==> config.mk <==
export PLATFORM = sky130hd
export DESIGN_NAME = hkit_front
export DESIGN_NICKNAME = d
export VERILOG_FILES = /design/src/design/hkit_pkg.sv /design/src/design/hkit_front.sv
export SDC_FILE = /design/constraint.sdc
export NUM_CORES = 1
export LEC_CHECK = 0
export ABC_AREA = 1
export BUFFER_PORTS_ARGS = -buffer_cell sky130_fd_sc_hd__buf_2
export CAP_MARGIN = 20
export CORE_MARGIN = 4
export CORE_UTILIZATION = 30
export DETAILED_ROUTE_END_ITERATION = 12
export GPL_TIMING_DRIVEN = 0
export PLACE_DENSITY = 0.54
export SLEW_MARGIN = 20
export SYNTH_ARGS = -nofsm -noshare
export SYNTH_HDL_FRONTEND = slang
export SYNTH_SLANG_ARGS = --single-unit
==> constraint.sdc <==
create_clock -name aclk -period 6.19 [get_ports aclk]
set_input_delay 0.3095 -clock aclk [delete_from_list [all_inputs] [get_ports aclk]]
set_output_delay 0.3095 -clock aclk [all_outputs]
set_load 0.02 [all_outputs]
==> src/design/hkit_pkg.sv <==
// Shared types and constants of the hashed key index table.
`timescale 1ns / 1ps
package hkit_pkg;

    localparam int KEY_W  = 64;
    localparam int HASH_W = 32;
    localparam int IDX_W  = 9;
    localparam int TB_W   = 4;
    localparam int BYTE_W = 8;

    localparam logic [HASH_W-1:0] FNV_BASIS = 32'd2166136261;
    localparam logic [HASH_W-1:0] FNV_PRIME = 32'd16777619;
    localparam logic [TB_W-1:0]   TB_RESET  = 4'd10;

    typedef enum logic [1:0] {
        OP_CLEAR  = 2'd0,
        OP_INSERT = 2'd1,
        OP_LOOKUP = 2'd2,
        OP_NONE   = 2'd3
    } opcode_t;

    typedef enum logic [1:0] {
        ST_OK     = 2'd0,
        ST_MISS   = 2'd1,
        ST_FULL   = 2'd2,
        ST_NOSLOT = 2'd3
    } status_t;

    typedef enum logic [1:0] {
        FR_IDLE,
        FR_HASH,
        FR_PUSH
    } front_state_t;

    typedef enum logic [2:0] {
        BK_WIPE,
        BK_IDLE,
        BK_PROBE,
        BK_SLOT,
        BK_KEY,
        BK_RESP
    } back_state_t;

    // hashed request handed from front to back
    typedef struct packed {
        opcode_t            op;
        logic [KEY_W-1:0]   key;
        logic [HASH_W-1:0]  hash;
    } hkit_req_t;

    // queue status seen by the producer and consumer
    typedef struct packed {
        logic empty;
        logic full;
    } hkit_qstat_t;

endpackage

==> src/design/hkit_front.sv <==
// Front end: accepts requests, normalizes the key and computes its FNV-1a hash.
`timescale 1ns / 1ps
module hkit_front
    import hkit_pkg::*;
#(
    parameter int KEY_BYTES = 8
) (
    input  logic              aclk,
    input  logic              aresetn,
    input  logic              enable,
    input  logic              s_valid,
    output logic              s_ready,
    input  opcode_t           s_op,
    input  logic [KEY_W-1:0]  s_key,
    input  hkit_qstat_t       qstat,
    output logic              q_push,
    output hkit_req_t         q_data
);

    front_state_t      state_reg, state_next;
    opcode_t           op_reg, op_next;
    logic [KEY_W-1:0]  key_reg, key_next;
    logic [KEY_W-1:0]  shift_reg, shift_next;
    logic [HASH_W-1:0] hash_reg, hash_next;
    logic [KEY_W-1:0]  norm_key;
    logic [HASH_W-1:0] mixed;
    logic              accept;

    // key ends at the first zero byte or after KEY_BYTES bytes
    always_comb begin
        logic alive;
        alive = 1'b1;
        for (int i = 0; i < KEY_W / BYTE_W; i++) begin
            if (i >= KEY_BYTES || s_key[i*BYTE_W +: BYTE_W] == '0) begin
                alive = 1'b0;
            end
            norm_key[i*BYTE_W +: BYTE_W] = alive ? s_key[i*BYTE_W +: BYTE_W] : '0;
        end
    end

    assign s_ready = (state_reg == FR_IDLE) && enable;
    assign accept  = s_valid && s_ready;
    assign mixed   = hash_reg ^ {{(HASH_W-BYTE_W){1'b0}}, shift_reg[BYTE_W-1:0]};

    always_comb begin
        state_next = state_reg;
        unique case (state_reg)
            FR_IDLE: begin
                if (accept) state_next = FR_HASH;
            end
            FR_HASH: begin
                if (shift_reg[BYTE_W-1:0] == '0) state_next = FR_PUSH;
            end
            FR_PUSH: begin
                if (!qstat.full) state_next = FR_IDLE;
            end
            default: state_next = FR_IDLE;
        endcase
    end

    always_comb begin
        op_next    = op_reg;
        key_next   = key_reg;
        shift_next = shift_reg;
        hash_next  = hash_reg;
        q_push     = 1'b0;
        unique case (state_reg)
            FR_IDLE: begin
                if (accept) begin
                    op_next    = s_op;
                    key_next   = norm_key;
                    shift_next = norm_key;
                    hash_next  = FNV_BASIS;
                end
            end
            FR_HASH: begin
                // one byte per cycle; a zero low byte marks the end of the key
                if (shift_reg[BYTE_W-1:0] != '0) begin
                    hash_next  = mixed * FNV_PRIME;
                    shift_next = shift_reg >> BYTE_W;
                end
            end
            FR_PUSH: begin
                q_push = !qstat.full;
            end
            default: ;
        endcase
    end

    assign q_data = '{op: op_reg, key: key_reg, hash: hash_reg};

    always_ff @(posedge aclk) begin
        if (!aresetn) begin
            state_reg <= FR_IDLE;
        end else begin
            state_reg <= state_next;
        end
        op_reg    <= op_next;
        key_reg   <= key_next;
        shift_reg <= shift_next;
        hash_reg  <= hash_next;
    end

endmodule

==> reports/results.tsv <==
metric	value	unit
drtIter0Drc	500	
cts_tree	done	
dpl.hpwl	27860	µm
die_area	46760	µm²
grtUsageTotal	0.1472	
cp.required	6330	ps
layout_commonest_cell	nand2_1	
slew_headroom	0.4048	
grt-ovfl-total	0	
clk_pin_slew	70	ps
multi_input_area	6680	µm²
antenna_found_initial	4	
start_kind	register	
io_pins	172	
cts_max_level	4	
ctsHoldBuffers	0	
drcViolationCount	0	
cts.sinks	164	
totalWireLength	33870	µm
dr.pass1.iters	5	
min_period_over_period	0.9243	
yosys_register_bits	164	
synth_cell_type_count	34	
final_layout_size_suffix_gt1_frac	0.1508	
die_width	216.2	µm
yosysWarnings	0	
critical_path.top_delay_family	adder cells	
slowest_delay	550	ps
synth_area	13010	µm²
synthArstFlopShare	0	
cp.arrival	5870	ps
nNetsFinal	1949	
start_util	0.3027	
netlist_instances	1426	
first_global_vias	10030	
finish.utilization	0.3560	
status	finished clean	
slowest_stage	xor2_2	
ant_nets	0	
core	42980	µm²
cp.depth	18	
hold_depth	1	
worstSetupEndpointType	register	
maxCapViolCount	0	
final_cell_mix	nand2_1, inv_1, ha_1, buf_2, edfxtp_1	
worst-r2r-cell-count	18	
path_cells	xor2_2 -> ha_1 -> ha_1 -> fa_1 -> ha_1 -> fa_1 -> ha_1 -> inv_1 -> fa_1 -> inv_1 -> ha_1 -> a21oi_1 -> a21boi_0 -> nand3_1 -> nand2_1 -> nand2_1 -> nand3_1 -> nand3_1	
drv_slew	0	
worst-path-max-fanout	6	
fmax	174.8	MHz
synth_nets	1757	
crit_buf_inv	2	
finalHoldViolCount	0	
seqCellArea	4905	µm²
cts_root_buf	clkbuf_16	
syn_to_final_growth	17.62	%
cpMostUsedCell	ha_1	
fin_worst_skew	16.88	ps
tns	0	ps
ys.flop_type	edfxtp_1	
synth_edf_count	162	
tightestPinTransition	892.9	ps
vias	9693	
routabilityCongestion	0.8886	
syn_area_per_cell	9.123	µm²
grt_setup_unrepaired	no	
post_drt_wl_per_cell	15.27	µm
grt_pass1_wl	54080	µm
hp-class	in -> reg	
ys_seq_area_frac	0.3770	
path_class	reg -> reg	
fin_crit	5722	ps
setup_viol	0	
n_fill_cell	4497	
die_h	216.2	µm
insertion_delay	440	ps
numCtsBuffers	17	
io_buffers	170	
clk_path_buf_depth	2	
via_per_inst	4.370	
grt_max_degree	51	
fp-row-count	76	
-- path summary, 6_finish.rpt --
kind / start / end / slack, ps
setup / recovery: hash_reg[5] / hash_reg[31] / 470
hold / removal: s_op[1] / op_reg[1] / 50
setup reg to reg: hash_reg[5] / hash_reg[31] / 470
hold reg to reg: shift_reg[27] / shift_reg[19] / 510
-- per-layer routing --
| layer | GRT usage | routed length [µm] | part of all wire | vias up |
|---|---|---|---|---|
| met3 | 0.03533 | 2016 | 0.060 | 24 |
| met2 | 0.2603 | 16830 | 0.50 | 222 |
| met5 | 0 | 27 | 0.00080 | - |
| met1 | 0.1853 | 14680 | 0.43 | 4524 |
| met4 | 0.02710 | 315 | 0.0093 | 4 |
| li1 | - | - | - | 4919 |
-- cells in the mapped netlist, drive strengths merged, types with 2 or more instances --
| cell | n | area, µm² |
|---|---|---|
| a21o | 4 | 30.03 |
| a21oi | 40 | 200.2 |
| buf | 35 | 242.7 |
| clkbuf | 16 | 60.06 |
| dfxtp | 2 | 40.04 |
| edfxtp | 162 | 4865 |
| fa | 74 | 1481 |
| ha | 185 | 2315 |
| inv | 304 | 1141 |
| nand2 | 318 | 1194 |
| nand3 | 52 | 260.3 |
| nand3b | 3 | 22.52 |
| nand4 | 25 | 171.4 |
| nor2 | 128 | 504.2 |
| nor3 | 16 | 80.08 |
| nor4 | 4 | 25.02 |
| o21a | 2 | 15.01 |
| o21ai | 26 | 130.1 |
| o21bai | 6 | 45.04 |
| or2 | 4 | 25.02 |
| xnor2 | 7 | 61.31 |
| xor2 | 8 | 70.07 |
-- stage by stage --
step,cell area [µm²],setup WS [ps],cells,hold WS (ps)
6_report,15300,468.3,2218,48.97
5_1_grt,15300,169.5,2216,28.26
4_1_cts,15280,125.0,2216,21.57
3_5_place_dp,14670,156.1,2184,488.3
3_3_place_gp,14590,165.5,2181,487.2
2_1_floorplan,13010,1251,1426,408.4
-- timing repair --
item                       in CTS  in global routing
resized for setup               0                  2
setup endpoints to repair       0                  1
buffers inserted                0                  0
-- area by class of cell --
cell class,instances,share of cell area
well taps,585,0.04783
flip-flops and latches,164,0.3205
multi-input cells,906,0.4365
plain buffers,51,0.01979
repair buffers,173,0.06002
clock buffers,17,0.02780
clock inverters,15,0.01218
inverters,305,0.07498
diodes,2,0.0003271
-- worst register-to-register path: cells and delay by family (launching register included) --
kind | cells | cell delay (ps)
flip-flops | 1 | 430
AND/OR/NAND/NOR | 5 | 670
adder cells (fa/ha/maj) | 8 | 2980
XOR/XNOR | 1 | 550
AO/OA/AOI/OAI | 2 | 720
buffers and inverters | 2 | 90
-- logic make-up after synthesis --
group	count (synthesis)	share of synthesized area
AO/OA/AOI/OAI	80	0.03337
buffers and inverters	356	0.1113
adder cells (fa/ha/maj)	259	0.2918
XOR/XNOR	15	0.01010
AND/OR/NAND/NOR	552	0.1765
flip-flops	164	0.3770
Power is left out: the tool's default activity adds up to more than one toggle a clock period on the data nets, which glitch-free logic cannot reach.
