--- src/design/hkit_pkg.sv ---
// Shared types and constants of the hashed key index table.
`timescale 1ns / 1ps
package hkit_pkg;

    localparam int KEY_W  = 64;
    localparam int HASH_W = 32;
    localparam int IDX_W  = 9;
    localparam int TB_W   = 4;
    localparam int BYTE_W = 8;

    localparam logic [HASH_W-1:0] FNV_BASIS = 32'd2166136261;
    localparam logic [HASH_W-1:0] FNV_PRIME = 32'd16777619;
    localparam logic [TB_W-1:0]   TB_RESET  = 4'd10;

    typedef enum logic [1:0] {
        OP_CLEAR  = 2'd0,
        OP_INSERT = 2'd1,
        OP_LOOKUP = 2'd2,
        OP_NONE   = 2'd3
    } opcode_t;

    typedef enum logic [1:0] {
        ST_OK     = 2'd0,
        ST_MISS   = 2'd1,
        ST_FULL   = 2'd2,
        ST_NOSLOT = 2'd3
    } status_t;

    typedef enum logic [1:0] {
        FR_IDLE,
        FR_HASH,
        FR_PUSH
    } front_state_t;

    typedef enum logic [2:0] {
        BK_WIPE,
        BK_IDLE,
        BK_PROBE,
        BK_SLOT,
        BK_KEY,
        BK_RESP
    } back_state_t;

    // hashed request handed from front to back
    typedef struct packed {
        opcode_t            op;
        logic [KEY_W-1:0]   key;
        logic [HASH_W-1:0]  hash;
    } hkit_req_t;

    // queue status seen by the producer and consumer
    typedef struct packed {
        logic empty;
        logic full;
    } hkit_qstat_t;

endpackage

--- src/design/hkit_fifo.sv ---
// Two-entry queue between the hashing front end and the table engine.
`timescale 1ns / 1ps
module hkit_fifo
    import hkit_pkg::*;
(
    input  logic        aclk,
    input  logic        aresetn,
    input  logic        push,
    input  hkit_req_t   wr_data,
    input  logic        pop,
    output hkit_req_t   rd_data,
    output hkit_qstat_t qstat
);

    hkit_req_t  mem_reg [2];
    logic       wptr_reg, wptr_next;
    logic       rptr_reg, rptr_next;
    logic [1:0] cnt_reg, cnt_next;

    assign qstat.empty = (cnt_reg == 2'd0);
    assign qstat.full  = (cnt_reg == 2'd2);
    assign rd_data     = mem_reg[rptr_reg];

    always_comb begin
        wptr_next = wptr_reg;
        rptr_next = rptr_reg;
        cnt_next  = cnt_reg;
        if (push) wptr_next = ~wptr_reg;
        if (pop)  rptr_next = ~rptr_reg;
        if (push && !pop)      cnt_next = cnt_reg + 2'd1;
        else if (pop && !push) cnt_next = cnt_reg - 2'd1;
    end

    always_ff @(posedge aclk) begin
        if (!aresetn) begin
            wptr_reg <= 1'b0;
            rptr_reg <= 1'b0;
            cnt_reg  <= 2'd0;
        end else begin
            wptr_reg <= wptr_next;
            rptr_reg <= rptr_next;
            cnt_reg  <= cnt_next;
        end
        if (push) mem_reg[wptr_reg] <= wr_data;
    end

endmodule

--- config.mk ---
export PLATFORM = sky130hd
export DESIGN_NAME = hkit_fifo
export DESIGN_NICKNAME = d
export VERILOG_FILES = /design/src/design/hkit_pkg.sv /design/src/design/hkit_fifo.sv
export SDC_FILE = /design/constraint.sdc
export NUM_CORES = 1
export LEC_CHECK = 0
export ABC_AREA = 1
export BUFFER_PORTS_ARGS = -buffer_cell sky130_fd_sc_hd__buf_2
export CORE_UTILIZATION = 56
export DETAILED_ROUTE_END_ITERATION = 10
export GPL_TIMING_DRIVEN = 1
export PLACE_DENSITY_LB_ADDON = 0.12
export SLEW_MARGIN = 20
export SYNTH_ARGS = -nofsm -noshare
export SYNTH_HDL_FRONTEND = slang
export SYNTH_SLANG_ARGS = --single-unit
--- constraint.sdc ---
create_clock -name aclk -period 9.8 [get_ports aclk]
set_input_delay 0.98 -clock aclk [delete_from_list [all_inputs] [get_ports aclk]]
set_output_delay 0.98 -clock aclk [all_outputs]
set_load 0.02 [all_outputs]
==> flow_metrics.tcl, run 1 <==
set metrics [dict create \
    die_y_um 117 \
    cp.required_ns 8.82 \
    pwr-share-comb 0.104 \
    dieWidth_um 117 \
    p_per_area_mw_per_mm2 206 \
    antenna_found_initial 1 \
    grtUsageTotal 0.183 \
    final_common_cell "buf_2" \
    postCtsSetupBuffers 0 \
    finalPower_mw 1.88 \
    avgSynthCellArea_um2 21.7 \
    cts_max_level 1 \
    clk_latency_ns 0.47 \
    synth_compound_area_frac 0.00136 \
    synth_cells 340 \
    setup_viol 0 \
    grt_pass1_vias 3805 \
    max_cap_violations 0 \
    io-pin-count 202 \
    fin_skew_ns 0.0112 \
    yosys.area_share.adder 0.00170 \
    seq_area_frac_synth 0.812 \
    yosys.area_share.simple 0.0102 \
    root_buffer "clkbuf_16" \
    slew_violations 0 \
    start_kind "register" \
    synth-xor-area-share 0 \
    critPathKind "register to output port" \
    synthToLayoutAreaGrowth_pct 23.8 \
    cts_made_buffers 20 \
    drt.antenna.violating_nets 0 \
    status "completed" \
    viasPerCell 5.10 \
    syn-num-nets 443 \
    grt-ovfl-total 0 \
    numPortBuffers 201 \
    cts_sinks 201 \
    ir_drop_mv 0.173 \
    yosysWarnings 0 \
    p_sw_mw 0.412 \
    largest_register_ffs 196 \
    tightest_slew_ns 0.975 \
    timing.final.crit_period_ns 3.57 \
    dp.final_hpwl_mm 8.47 \
    crit_arrival_ns 2.59 \
    cts_resized 0 \
    synthMuxAreaShare 0.160 \
    power_leakage_nw 3.50 \
    cts_tree "yes" \
    final.setup.tns_ns 0 \
    final_cell_mix "buf_2 (201), edfxtp_1 (196), mux2_2 (78), clkbuf_16 (21), mux2_4 (20)" \
    clockBufferDepth 3 \
    grt_max_degree 75 \
    start_util 0.579 \
    rsz0062_at_grt "no" \
    drc 0 \
    hold_viol_final 0 \
    slew_headroom 0.350 \
    drt-pass1-iter-count 4 \
    p_clk_frac 0.357 \
    max_clock_freq_mhz 280 \
    grt_pass1_wl_mm 18.6 \
    place.gp.congestion 0.710 \
    wl_mm 12.9 \
    die_area_mm2 0.0136 \
    postCtsHoldBufs 0 \
    cp_max_fo 53 \
    via_count 3766 \
    drive_above_1_share 0.580 \
    period_share 0.365 \
    synth_top_family_by_area "multiplexers" \
    synth_seq_cells 201 \
    mappedNetlistArea_mm2 0.00737 \
    path_clk_slew_ns 0.06 \
    p_sw_frac 0.219 \
    initialDrtViolationCount 262 \
    internal-power_mw 1.47 \
    power_frac_seq 0.539 \
    min_path_type "register to register" \
    routedWlPerCell_um 17.4 \
    core_mm2 0.0127 \
    crit_path_end_kind "output port" \
    r2r_setup_slack_ns 7.55 \
    ys_types 14 \
    final_net_count 658 \
    std_cell_rows 41 \
]
[cell type report]
type / count / area, um2
sequential: 201 / 5990
fill: 881 / 3600
multi-input combinational: 120 / 1280
timing repair buffer: 204 / 1030
clock buffer: 27 / 548
tap: 172 / 215
inverter: 8 / 32.5
clock inverter: 6 / 25.0
antenna: 1 / 2.50
[stage by stage]
step,hold slack [ns],worst slack (ns),utilization,cells,area (um2)
after floorplan,0.463,4.12,-,340,7370
after global placement,0.482,6.69,0.672,705,8550
after detailed placement,0.495,6.68,0.672,705,8550
after CTS,0.520,6.18,0.717,738,9120
after global routing,0.551,6.06,0.717,738,9120
final,0.514,6.23,0.717,739,9130
[cell families (layout without fill, tap and decap cells)]
group / Yosys count / in the layout
flip-flops: 201 / 201
AO/OA/AOI/OAI: 2 / 2
other: 0 / 1
buffers and inverters: 19 / 245
multiplexers: 98 / 98
adder cells (fa/ha/maj): 1 / 1
AND/OR/NAND/NOR: 19 / 19
[power groups by stage]
| stage | registers, mW | logic [mW] | clock network [mW] |
|---|---|---|---|
| finish | 1.01 | 0.195 | 0.670 |
| global route | 1.02 | 0.210 | 0.721 |
| CTS | 1.01 | 0.198 | 0.687 |
| detailed placement | 1.03 | 0.197 | 0 |
| global placement | 1.03 | 0.193 | 0 |
| floorplan | 1.03 | 0.132 | 0 |
[final timing paths]
kind	cells past startpoint	end	start
setup reg to reg	2	mem_reg[0][74]	wptr_reg
hold / removal	2	rptr_reg	rptr_reg
hold reg to reg	2	rptr_reg	rptr_reg
setup / recovery	3	rd_data[14]	register
[worst max-delay path, stage by stage (launching register included)]
cell	delay [ns]
dfxtp_4	0.82
buf_4	0.66
mux2_2	0.42
buf_2	0.16
[routing by layer]
layer,share of wire,GRT usage,wire length (um)
met1,0.38,0.218,4930
met3,0.090,0.0649,1160
met2,0.51,0.318,6600
met4,0.016,0.0498,201
met5,0,0,0
[Yosys cell counts, drive strengths merged]
cell type | count | share of area
o21ai | 1 | 0.00068
edfxtp | 196 | 0.80
dfxtp | 5 | 0.014
inv | 8 | 0.0041
nand4 | 1 | 0.00085
nand3 | 1 | 0.00068
nand2 | 8 | 0.0041
buf | 11 | 0.011
ha | 1 | 0.0017
mux2 | 98 | 0.16
nor2 | 9 | 0.0046
a21oi | 1 | 0.00068
No activity file was read; power rests on OpenSTA's default activity.
==> run 2, diff against run 1 <==
--- a/config.mk
+++ b/config.mk
@@ -7,7 +7,7 @@
 export LEC_CHECK = 0
 export ABC_AREA = 1
 export BUFFER_PORTS_ARGS = -buffer_cell sky130_fd_sc_hd__buf_2
-export CORE_UTILIZATION = 56
+export CORE_UTILIZATION = 47
 export DETAILED_ROUTE_END_ITERATION = 10
 export GPL_TIMING_DRIVEN = 1
 export PLACE_DENSITY_LB_ADDON = 0.12
==> constraint.sdc (replaced) <==
create_clock -name aclk -period 3.2 [get_ports aclk]
set_input_delay 0.32 -clock aclk [delete_from_list [all_inputs] [get_ports aclk]]
set_output_delay 0.32 -clock aclk [all_outputs]
set_load 0.02 [all_outputs]
==> run 2 against run 1 <==
Effect of this change: clock skew fell by 0.0014 ns; final cell count rose by 6.4%; clock power rose to 3.6 times the previous value; largest cell class unchanged; sequential power rose to 3.1 times the previous value; sequential share of layout area fell by 1.8 points; total power rose to 3.3 times the previous value; worst setup slack got worse by 5.6 ns; worst hold slack got worse by 0.49 ns.
==> flow_metrics.tcl, run 2 (same netlist as run 1, synthesis figures left out) <==
set metrics [dict create \
    status "completed" \
    cts_tree "yes" \
    synthToLayoutAreaGrowth_pct 27.2 \
    die_y_um 127 \
    numPortBuffers 201 \
    grt_use_met2 0.279 \
    grt_pass1_vias 3920 \
    p_clk_frac 0.396 \
    min_path_type "primary input to register" \
    cp.required_ns 2.88 \
    finalPower_mw 6.15 \
    ir_drop_mv 0.429 \
    max_cap_violations 0 \
    final_net_count 665 \
    tightest_slew_ns 0.889 \
    largest_register_ffs 196 \
    cts_made_buffers 21 \
    max_clock_freq_mhz 392 \
    internal-power_mw 4.83 \
    cts_max_level 1 \
    period_share 0.798 \
    clockBufferDepth 3 \
    start_kind "register" \
    viasPerCell 4.76 \
    post-place-ws_ns 1.11 \
    routedWlPerCell_um 16.5 \
    final_cells 786 \
    grtUsageTotal 0.161 \
    seqCellArea_mm2 0.00599 \
    grt.busiest_layer "met2" \
    crit_arrival_ns 2.23 \
    crit_path_end_kind "output port" \
    final_common_cell "buf_2" \
    grt_max_degree 57 \
    timing.final.crit_period_ns 2.55 \
    dp.final_hpwl_mm 8.44 \
    hold_path_startpoint "wr_data[30]" \
    core_mm2 0.0153 \
    power_leakage_nw 3.60 \
    rsz0062_at_grt "no" \
    grt-ovfl-total 0 \
    drt-pass1-iter-count 4 \
    clk_latency_ns 0.48 \
    cts_sinks 201 \
    final.setup.tns_ns 0 \
    multi_input_area_mm2 0.00128 \
    dp.cells 749 \
    drt.antenna.violating_nets 0 \
    wl_mm 13.0 \
    final_cell_mix "buf_2 (201), edfxtp_1 (196), mux2_2 (78), clkbuf_16 (21), mux2_4 (20)" \
    fin_skew_ns 0.00982 \
    pwr-share-comb 0.100 \
    io-pin-count 202 \
    use_met1 0.193 \
    cp_max_fo 50 \
    die_area_mm2 0.0162 \
    p_sw_frac 0.215 \
    n_antenna_cell 0 \
    drive_above_1_share 0.591 \
    postCtsHoldBufs 0 \
    power_frac_seq 0.504 \
    nFillCells 1126 \
    slew_headroom 0.406 \
    critPathKind "register to output port" \
    dieWidth_um 127 \
    root_buffer "clkbuf_16" \
    path_clk_slew_ns 0.06 \
    hold_viol_final 0 \
    r2r_setup_slack_ns 1.45 \
    postCtsSetupBuffers 0 \
    use_met3 0.0482 \
    timing.rr.start "wptr_reg" \
    initialDrtViolationCount 163 \
    place.gp.congestion 0.721 \
    drc 0 \
    p_sw_mw 1.32 \
    via_count 3745 \
    start_util 0.483 \
    antenna_found_initial 0 \
    cts_resized 0 \
    std_cell_rows 45 \
    grt_pass1_wl_mm 19.9 \
    setup_viol 0 \
    slew_violations 0 \
    placed_cell_area_mm2 0.00867 \
    p_per_area_mw_per_mm2 656 \
    worst_slack_ns 0.646 \
    fin_area_mm2 0.00938 \
]
run 2: changes by cell type in the layout (fill, tap and decap cells not counted), moves of 2 or more:
cell       before  now
buf_4           3    5
buf_12          0    3
clkinv_2        2    4
clkbuf_1        6    3
bufinv_16       0    4
run 2: path summary, 6_finish.rpt:
path                                       end  cells after the start
worst min register to register        register                      2
worst min-delay path            mem_reg[1][30]                      1
worst max-delay path               rd_data[52]                      3
worst max register to register  mem_reg[1][28]                      3
run 2: power by group through the flow:
stage / Sequential [mW] / Combinational, mW / Clock [mW]
after global placement: 3.15 / 0.614 / 0
final: 3.10 / 0.616 / 2.44
after CTS: 3.10 / 0.624 / 2.51
after global routing: 3.11 / 0.662 / 2.59
after floorplan: 3.13 / 0.404 / 0
after detailed placement: 3.16 / 0.622 / 0
run 2: critical path, stage by stage (launching register included):
cell and delay, ns:
dfxtp_4 0.79, buf_4 0.38, mux2_2 0.37, buf_2 0.16
run 2: layout make-up:
type | instances | area share
Multi-Input combinational cell | 120 | 0.137
Timing Repair Buffer | 210 | 0.119
Sequential cell | 201 | 0.639
Clock buffer | 24 | 0.0572
Tap cell | 211 | 0.0281
Inverter | 8 | 0.00347
Clock inverter | 12 | 0.0169
run 2: layer usage:
layer	vias up	share of wire	wire length [um]
met5	-	0	0
met4	0	0.017	222
met1	1814	0.42	5390
met3	18	0.077	1000
li1	1776	-	-
met2	137	0.49	6350
run 2: per-stage QoR:
stage | utilization | hold slack (ns)
2_1_floorplan | - | 0.419
3_3_place_gp | 0.568 | 0.479
3_5_place_dp | 0.568 | 0.484
4_1_cts | 0.614 | 0.00297
5_1_grt | 0.615 | 0.00163
6_report | 0.615 | 0.0258
